<file path="src/design/spq_pkg.sv">
package spq_pkg;

   // Default sizing, handed down through the top-level parameters
   localparam int CAPACITY_DEFAULT     = 16;
   localparam int PAYLOAD_BITS_DEFAULT = 32;

   // Fixed field widths
   localparam int PRIO_BITS    = 16;
   localparam int CMD_BITS     = 2;
   localparam int STATUS_BITS  = 2;
   localparam int FILL_BITS    = 5;
   localparam int PORT_PL_BITS = 32;

   // Command codes
   typedef enum logic [CMD_BITS-1:0] {
      CMD_PUSH  = 2'd0,
      CMD_POP   = 2'd1,
      CMD_CLEAR = 2'd2
   } cmd_type;

   // Result status codes
   typedef enum logic [STATUS_BITS-1:0] {
      ST_OK    = 2'd0,
      ST_EMPTY = 2'd1,
      ST_FULL  = 2'd2
   } status_type;

   // Shift control broadcast to every cell of the chain
   typedef struct packed {
      logic push;
      logic pop;
   } spq_ctrl_type;

endpackage

</file>
<file path="src/design/sorted_insert_priority_queue.sv">
// Sorted priority queue built as a chain of compare-and-shift cells.
// Command channel: an operation (push, pop front, clear) is transferred on a
// rising edge where start is high and busy is low. busy stays low: the chain
// takes one command every cycle.
// Each command gives exactly one result, shown on the rsp_ ports for one cycle
// with rsp_strobe high, in the cycle after the command transfer (throughput 1
// command per cycle). Every cell compares its own priority with the pushed one
// in parallel.
// Push places the entry ahead of the first held entry of equal or greater
// priority; a push into a full queue is dropped with status full. Pop returns
// the lowest priority entry, or status empty when nothing is held. fill_count
// is the count after the command, kept to its low 5 bits.
// The receiver cannot stall: results must be taken in the strobe cycle.
// Synchronous reset empties the queue at once and clears the strobe; slot
// contents are not cleared and are never seen until written.
module sorted_insert_priority_queue
   import spq_pkg::*;
#(
   parameter int CAPACITY     = CAPACITY_DEFAULT,
   parameter int PAYLOAD_BITS = PAYLOAD_BITS_DEFAULT
) (
   input  logic                    clock,
   input  logic                    reset,
   input  logic                    start,
   output logic                    busy,
   input  logic [CMD_BITS-1:0]     req_cmd,
   input  logic [PRIO_BITS-1:0]    req_item_priority,
   input  logic [PORT_PL_BITS-1:0] req_item_payload,
   output logic                    rsp_strobe,
   output logic                    rsp_out_valid,
   output logic [PRIO_BITS-1:0]    rsp_out_priority,
   output logic [PORT_PL_BITS-1:0] rsp_out_payload,
   output logic [STATUS_BITS-1:0]  rsp_status,
   output logic [FILL_BITS-1:0]    rsp_fill_count
);

   localparam int CNT_W = $clog2(CAPACITY + 1);
   localparam logic [CNT_W-1:0] CAP_CNT = CNT_W'(CAPACITY);

   logic                    accept;
   spq_ctrl_type            ctrl;
   logic [CNT_W-1:0]        count_ff, count_in;
   logic [PAYLOAD_BITS-1:0] new_payload;

   logic                    cell_le      [CAPACITY];
   logic [PRIO_BITS-1:0]    cell_prio    [CAPACITY];
   logic [PAYLOAD_BITS-1:0] cell_payload [CAPACITY];

   logic                    strobe_ff;
   logic                    valid_ff, valid_in;
   logic [PRIO_BITS-1:0]    oprio_ff, oprio_in;
   logic [PORT_PL_BITS-1:0] odata_ff, odata_in;
   logic [STATUS_BITS-1:0]  status_ff, status_in;
   logic [FILL_BITS-1:0]    fill_ff;

   assign busy        = 1'b0;
   assign accept      = start && !busy;
   assign new_payload = PAYLOAD_BITS'(req_item_payload);

   // Command decode: chain control, next count and result fields
   always_comb begin
      ctrl      = '0;
      count_in  = count_ff;
      valid_in  = 1'b0;
      oprio_in  = '0;
      odata_in  = '0;
      status_in = ST_OK;
      if (accept) begin
         case (req_cmd)
            CMD_PUSH: begin
               if (count_ff >= CAP_CNT) begin
                  status_in = ST_FULL;
               end else begin
                  ctrl.push = 1'b1;
                  count_in  = count_ff + 1'b1;
               end
            end
            CMD_POP: begin
               if (count_ff == '0) begin
                  status_in = ST_EMPTY;
               end else begin
                  ctrl.pop = 1'b1;
                  count_in = count_ff - 1'b1;
                  valid_in = 1'b1;
                  oprio_in = cell_prio[0];
                  odata_in = PORT_PL_BITS'(cell_payload[0]);
               end
            end
            CMD_CLEAR: begin
               count_in = '0;
            end
            default: begin
            end
         endcase
      end
   end

   // Row of cells; neighbors exchange entries on each shift
   for (genvar i = 0; i < CAPACITY; i++) begin : g_cell
      logic                    left_le;
      logic [PRIO_BITS-1:0]    left_prio;
      logic [PAYLOAD_BITS-1:0] left_payload;
      logic [PRIO_BITS-1:0]    right_prio;
      logic [PAYLOAD_BITS-1:0] right_payload;

      if (i == 0) begin : g_head
         assign left_le      = 1'b0;
         assign left_prio    = req_item_priority;
         assign left_payload = new_payload;
      end else begin : g_body
         assign left_le      = cell_le[i-1];
         assign left_prio    = cell_prio[i-1];
         assign left_payload = cell_payload[i-1];
      end

      if (i == CAPACITY - 1) begin : g_tail
         assign right_prio    = cell_prio[i];
         assign right_payload = cell_payload[i];
      end else begin : g_inner
         assign right_prio    = cell_prio[i+1];
         assign right_payload = cell_payload[i+1];
      end

      spq_cell #(
         .PAYLOAD_BITS (PAYLOAD_BITS)
      ) u_cell (
         .clock         (clock),
         .ctrl          (ctrl),
         .occupied      (CNT_W'(i) < count_ff),
         .new_prio      (req_item_priority),
         .new_payload   (new_payload),
         .left_le       (left_le),
         .left_prio     (left_prio),
         .left_payload  (left_payload),
         .right_prio    (right_prio),
         .right_payload (right_payload),
         .le            (cell_le[i]),
         .prio          (cell_prio[i]),
         .payload       (cell_payload[i])
      );
   end

   // Control state
   always_ff @(posedge clock) begin
      if (reset) begin
         count_ff  <= '0;
         strobe_ff <= 1'b0;
      end else begin
         count_ff  <= count_in;
         strobe_ff <= accept;
      end
   end

   // Result register
   always_ff @(posedge clock) begin
      valid_ff  <= valid_in;
      oprio_ff  <= oprio_in;
      odata_ff  <= odata_in;
      status_ff <= status_in;
      fill_ff   <= FILL_BITS'(count_in);
   end

   assign rsp_strobe       = strobe_ff;
   assign rsp_out_valid    = valid_ff;
   assign rsp_out_priority = oprio_ff;
   assign rsp_out_payload  = odata_ff;
   assign rsp_status       = status_ff;
   assign rsp_fill_count   = fill_ff;

`ifndef SYNTHESIS
   a_count_bound: assert property (@(posedge clock) disable iff (reset)
      count_ff <= CAP_CNT)
      else $error("entry count above capacity");

   a_strobe_follows: assert property (@(posedge clock) disable iff (reset)
      accept |=> rsp_strobe)
      else $error("command transfer without result strobe");

   a_no_spurious: assert property (@(posedge clock) disable iff (reset)
      !accept |=> !rsp_strobe)
      else $error("result strobe without command transfer");

   a_pop_gives: assert property (@(posedge clock) disable iff (reset)
      (accept && req_cmd == CMD_POP && count_ff != '0) |=> (rsp_out_valid && rsp_status == ST_OK))
      else $error("pop on non-empty queue gave no entry");

   a_front_sorted: assert property (@(posedge clock) disable iff (reset)
      (count_ff >= CNT_W'(2)) |-> (cell_prio[0] <= cell_prio[1]))
      else $error("front entries out of order");
`endif

endmodule

</file>
<file path="src/design/spq_cell.sv">
module spq_cell
   import spq_pkg::*;
#(
   parameter int PAYLOAD_BITS = PAYLOAD_BITS_DEFAULT
) (
   input  logic                    clock,
   input  spq_ctrl_type            ctrl,
   input  logic                    occupied,
   input  logic [PRIO_BITS-1:0]    new_prio,
   input  logic [PAYLOAD_BITS-1:0] new_payload,
   input  logic                    left_le,
   input  logic [PRIO_BITS-1:0]    left_prio,
   input  logic [PAYLOAD_BITS-1:0] left_payload,
   input  logic [PRIO_BITS-1:0]    right_prio,
   input  logic [PAYLOAD_BITS-1:0] right_payload,
   output logic                    le,
   output logic [PRIO_BITS-1:0]    prio,
   output logic [PAYLOAD_BITS-1:0] payload
);

   logic [PRIO_BITS-1:0]    prio_ff, prio_in;
   logic [PAYLOAD_BITS-1:0] payload_ff, payload_in;

   // New entry belongs at or ahead of this slot (empty slots always qualify)
   assign le = !occupied || (prio_ff >= new_prio);

   // Push: slots at or past the insert point shift right; the first takes the new entry.
   // Pop: every slot takes its right neighbor.
   always_comb begin
      prio_in    = prio_ff;
      payload_in = payload_ff;
      if (ctrl.push && le) begin
         if (left_le) begin
            prio_in    = left_prio;
            payload_in = left_payload;
         end else begin
            prio_in    = new_prio;
            payload_in = new_payload;
         end
      end else if (ctrl.pop) begin
         prio_in    = right_prio;
         payload_in = right_payload;
      end
   end

   always_ff @(posedge clock) begin
      prio_ff    <= prio_in;
      payload_ff <= payload_in;
   end

   assign prio    = prio_ff;
   assign payload = payload_ff;

endmodule

</file>
<file path="config.mk">
export PLATFORM = sky130hd
export DESIGN_NAME = sorted_insert_priority_queue
export DESIGN_NICKNAME = d
export VERILOG_FILES = /design/src/design/spq_pkg.sv /design/src/design/sorted_insert_priority_queue.sv /design/src/design/spq_cell.sv
export SDC_FILE = /design/constraint.sdc
export NUM_CORES = 2
export LEC_CHECK = 0
export ABC_AREA = 1
export BUFFER_PORTS_ARGS = -buffer_cell sky130_fd_sc_hd__buf_2
export CAP_MARGIN = 20
export CORE_ASPECT_RATIO = 1.1
export CORE_MARGIN = 5
export CORE_UTILIZATION = 35
export CTS_CLUSTER_DIAMETER = 60
export DETAILED_ROUTE_END_ITERATION = 12
export PLACE_DENSITY_LB_ADDON = 0.08
export SLEW_MARGIN = 20
export SYNTH_ARGS = -nofsm -noshare
export SYNTH_HDL_FRONTEND = slang
export SYNTH_SLANG_ARGS = --single-unit
</file>
<file path="constraint.sdc">
create_clock -name clock -period 9.2 [get_ports clock]
set_input_delay 2.3 -clock clock [delete_from_list [all_inputs] [get_ports clock]]
set_output_delay 2.3 -clock clock [all_outputs]
set_load 0.01 [all_outputs]
</file>
Yosys cells after proc, flatten, opt, wreduce, memory -nomap -nowiden
Index checks and enable logic that the tools add are counted.

storage, ports and cells
  flip-flop bits (word level) = 830
  output and inout bits = 58
  input port bits = 53
  logic and storage cells = 246

operators by class
  muxes and demuxes = 102
  add/subtract/negate cells = 2
  bitwise logic cells = 2
  equality and inequality tests = 2
  reduce and logical (&&, ||, !) cells = 66
  $lt $le $gt $ge = 33

operators with widths
  cell                                                                  count
  32-bit 2-to-1 mux                                                     45
  16-bit 2-to-1 mux                                                     45
  16-bit >= comparator                                                  16
  4-bit by 5-bit < comparator with 1-bit output (first input constant)  8
  2-bit nonzero test                                                    15
  3-bit by 5-bit < comparator with 1-bit output (first input constant)  4
  1-bit logical AND                                                     16
  1-bit logical NOT                                                     16
  1-bit logical OR                                                      16
  5-bit 2-to-1 mux                                                      3
  5-bit case mux with 3 select lines                                    1
  1-bit by 5-bit < comparator with 1-bit output (first input constant)  2
  2-bit by 5-bit < comparator with 1-bit output (first input constant)  2
  5-bit by 1-bit adder with 5-bit output (second input constant)        1
  5-bit >= comparator (second input constant)                           1
  5-bit logical NOT                                                     1
  1-bit 2-to-1 mux                                                      5
  5-bit by 1-bit subtractor with 5-bit output (second input constant)   1
  2-bit 2-to-1 mux                                                      2
  2-bit case mux with 2 select lines                                    1
  3-bit OR reduction                                                    1
  2-bit by 1-bit == test with 1-bit output (second input constant)      1
  2-bit == test (second input constant)                                 1
  2-bit logical NOT                                                     1
  1-bit inverter                                                        2

Depth between registers and ports, before layout
  depth in word-level cells = 6
  gate-level depth with buffers = 17
  mapped depth without buffers = 15

Modules after synthesis
Synthesis repeated with hierarchy kept, for this count alone.

second synthesis, totals
  cell total of the unflattened synthesis = 5,934
  area, all modules = 52,112.5 um^2

modules (own cells, without submodules)
  module                            seq. area each (um^2)  area an instance (um^2)  times used  cells an instance
  spq_cell at g_cell[0].u_cell ...  1,441.4                3,109.2                  11          353
  spq_cell at g_cell[5].u_cell ...  1,441.4                3,108.0                  5           353
  sorted_insert_priority_queue      1,241.2                2,371.0                  1           286

Worst setup path before layout
No wires, ideal clock.

  path type = input to register
  from = in req_item_priority[7]
  to = reg g_cell[14].u_cell.payload_ff[0], enable pin
  stages = 11
  arrival time = 4,843 ps
  required time = 8,616 ps
  buffers on the path = 2
  path slack = 3,773 ps
  cell sequence = inv_1 > ha_1 > a21o_1 > nor2_1 > nand2_1 > nand2_1 > nand4_1 > nand2_1 > buf_2 > buf_2 > nand2_1

on the way
  cells in the longest elaborated chain, start to end = 4

ends and longest elaborated chain
  what                          line                                text
  start, declared               sorted_insert_priority_queue.sv:27  input logic [PRIO_BITS-1:0] req_item_priority,
  16-bit >= comparator          spq_cell.sv:25                      assign le = !occupied || (prio_ff >= new_prio);
  1-bit logical OR              spq_cell.sv:25
  1-bit logical AND             spq_cell.sv:32                      if (ctrl.push && le) begin
  2-bit nonzero test (no line)  n/a
  end signal, assigned          spq_cell.sv:48                      payload_ff <= payload_in;
  end, declared                 spq_cell.sv:22                      logic [PAYLOAD_BITS-1:0] payload_ff, payload_in;

Every way passes these cells.
A chain may end at the register's enable or synchronous reset.

Worst setup path after layout
  from = in req_item_priority[14]
  to = reg g_cell[7].u_cell.prio_ff[5], enable pin

on the way
  cells in the longest elaborated chain, start to end = 4

ends and longest elaborated chain
  what                          line            text
  16-bit >= comparator          spq_cell.sv:25
  1-bit logical OR              spq_cell.sv:25
  1-bit logical AND             spq_cell.sv:32
  2-bit nonzero test (no line)  n/a
  end signal, assigned          spq_cell.sv:47  prio_ff <= prio_in;
  end, declared                 spq_cell.sv:21  logic [PRIO_BITS-1:0] prio_ff, prio_in;

Every way passes these cells.

==> key figures <==
Status
  • Status: complete, no violations

Floorplan
  • Die W: 369 µm
  • # IOs: 111
  • Row count: 145
  • Initial Utilization: 0.351
  • Area of the die: 149000 µm²
  • Core Area: 142000 µm²
  • Die Y: 405 µm

Cells and area
  • Post-layout nets: 6736
  • # fillers: 14800
  • Commonest cells after routing, fill and taps aside: 3588 x nand2_1, 768 x edfxtp_1, 745 x nand3_1, 243 x ha_1, 187 x inv_1
  • P&R area growth vs syn: 12.3%
  • Fin cells: 8376
  • Fraction of layout cells with a size suffix above 1: 0.0795
  • Commonest non-fill, non-tap cell in the layout: nand2_1
  • Fin util: 0.394

Synth
  • Synth Register Bits: 830
  • Synthesized area: 49600 µm²
  • Synth warn: 0
  • Post-synth top area share: 0.465
  • Net count after synthesis: 6809
  • Post-synth cell types: 35
  • Register area share after synthesis: 0.490
  • Largest area contributor in the netlist: edfxtp_1
  • Top post-synthesis cells by area: edfxtp_1 46%, nand2_1 28%, nand3_1 7.5%, ha_1 6.1%, dfxtp_1 2.5%
  • Syn Area/Cell: 7.62 µm²
  • Syn Inst Count: 6513

STA
  • Slew HR: 0.296
  • Final setup skew: 0.0256 ns
  • Fin crit period: 6.26 ns
  • Max Slew Vio Count: 0
  • Fin crit share: 0.681
  • Final hold violations: 0
  • Setup TNS: 0 ns
  • RSZ-0062 raised after global routing: false
  • Setup Viol. Count Final: 0
  • Least-Margin Pin Slew: 1.06 ns
  • Max Freq: 160 MHz

Route
  • Wirelength per Cell: 26.3 µm
  • Post-route ant nets: 0
  • Via count: 45500
  • WL final: 220000 µm
  • Drt drc: 0
  • DR vias/cell: 5.43
  • Drt pass-1 iters: 6
  • Drt first-iter violations: 4781

Clock tree
  • Num CTS Buffers: 114
  • CTS tree: yes
  • Worst skew pair latency: 0.75 ns
  • Clock buffer depth: 3
  • CTS Root Cell: clkbuf_16
  • Setup bufs post-CTS: 0
  • Hold buffers post-CTS: 0
  • CTS resizes: 0
  • Worst-path clk slew: 0.06 ns
  • Clock sink total: 830
  • H-Tree Depth: 3

Global routing
  • Gr ovfl total: 0
  • Global-route usage over all layers: 0.286
  • Vias in the first global route: 43800
  • First-pass GRT wire length: 313000 µm
  • Initial antenna violation count: 8
  • Largest net degree at the start of global routing: 63

Worst setup path
  • Critical Path End Type: flop
  • Element type at the critical path start: input pin
  • CP max FO: 48
  • Critical Path RT: 9.62 ns
  • Worst EP arrival: 6.68 ns
  • Kind of critical path: in -> reg

Flow run
  • Max-cap violations: 0

Pwr
  • Internal: 0.00753 W
  • PwrDens: 190 nW/µm²
  • Peak VDD IR: 165 µV
  • Final Power: 0.0106 W
  • P_sw: 0.00305 W
  • Switch share: 0.288
  • Leakage: 26.7 nW
  • Clk pwr share: 0.441
  • Seq pwr share: 0.425
  • Combinational share of power: 0.134

Placed design
  • Port buffer count: 109
  • Placer Congestion: 0.902
  • Dpl cells: 8161
  • Detailed placement HPWL: 138000 µm

Worst hold path
  • Hold Path Class: reg -> reg
## registers in the layout, indices dropped and copies added (netlist names)
register and flops:
g_cell.u_cell.payload 512, g_cell.u_cell.prio 256, rsp_out_payload 32, rsp_out_priority 16, count_ff 5, rsp_fill_count 5
rsp_status 2, rsp_out_valid 1, rsp_strobe 1
## cells in the mapped netlist
cell type,number
a21o_1,5
a21oi_1,100
a21oi_2,2
buf_1,22
buf_2,141
buf_4,32
buf_6,6
clkbuf_1,226
clkbuf_2,1
clkinv_1,2
conb_1,1
dfxtp_1,62
edfxtp_1,768
ha_1,243
inv_1,187
inv_2,16
nand2_1,3638
nand2_2,10
nand3_1,745
nand3b_1,11
nand4_1,18
nor2_1,106
nor2_2,11
nor2_4,2
nor3_1,17
nor3_2,1
nor3b_1,2
nor4_1,1
o211ai_1,7
o211ai_2,1
o21a_1,8
o21ai_0,97
o21ai_1,19
o21bai_1,4
xor2_1,1
## through the flow
step / instance area, µm² / worst slack (ns) / hold WS [ns]
after floorplan: 49600 / 3.77 / 0.451
after global placement: 51800 / 2.41 / 0.470
after CTS: 55700 / 3.13 / 0.484
after global routing: 55700 / 2.88 / 0.500
final: 55700 / 2.94 / 0.477
after detailed placement: 51800 / 2.35 / 0.467
## power by group through the flow
stage / Clock (W) / Combinational (W) / Sequential [W]
final: 0.00466 / 0.00141 / 0.00450
after global routing: 0.00490 / 0.00155 / 0.00451
after CTS: 0.00474 / 0.00140 / 0.00450
after detailed placement: 0 / 0.00139 / 0.00457
after global placement: 0 / 0.00138 / 0.00458
after floorplan: 0 / 0.000858 / 0.00453
## layer usage
metal / share of wire / vias up / GRT usage
met5: 0.00011 / - / 0
met4: 0.031 / 4 / 0.0904
met3: 0.085 / 353 / 0.0519
met2: 0.46 / 2032 / 0.473
met1: 0.42 / 22100 / 0.382
li1: - / 21000 / -
## path summary, 6_finish.rpt
kind	to	depth (start not counted)	slack [ns]	startpoint
hold reg to reg	rsp_out_payload[0]	2	0.48	g_cell[0].u_cell.payload[0]
hold / removal	rsp_out_payload[0]	2	0.48	g_cell[0].u_cell.payload[0]
setup / recovery	g_cell[7].u_cell.prio[5]	11	2.94	req_item_priority[14]
setup reg to reg	g_cell[7].u_cell.prio[5]	13	5.00	g_cell[7].u_cell.prio[1]
## cell type report
cell class / instances / area [µm²] / share of cell area
tap: 1837 / 2300 / 0.0413
antenna: 2 / 5.00 / 0.0000899
inverter: 205 / 772 / 0.0139
clock inverter: 72 / 772 / 0.0139
sequential: 830 / 24300 / 0.436
clock buffer: 141 / 3130 / 0.0562
timing repair buffer: 239 / 1570 / 0.0282
multi-input combinational: 5050 / 22800 / 0.410
## worst max-delay path, stage by stage
cell     delay [ns]
buf_2          0.37
inv_1          0.50
ha_1           0.48
nand4_1        0.13
nor3_1         0.44
nand2_2        0.08
buf_4          0.39
nand2_2        0.17
nand2_2        0.48
nand2_2        0.90
buf_4          0.39
## kinds of logic after synthesis
kind of cell | Yosys count | share of synthesized area
other cells | 1 | 0.0000756
buf+inv | 633 | 0.0548
flops | 830 | 0.490
simple gates | 4562 | 0.368
compound gates | 243 | 0.0260
fa+ha+maj | 243 | 0.0613
xor+xnor | 1 | 0.000177
Note: power is estimated with default switching activity, not from simulation.
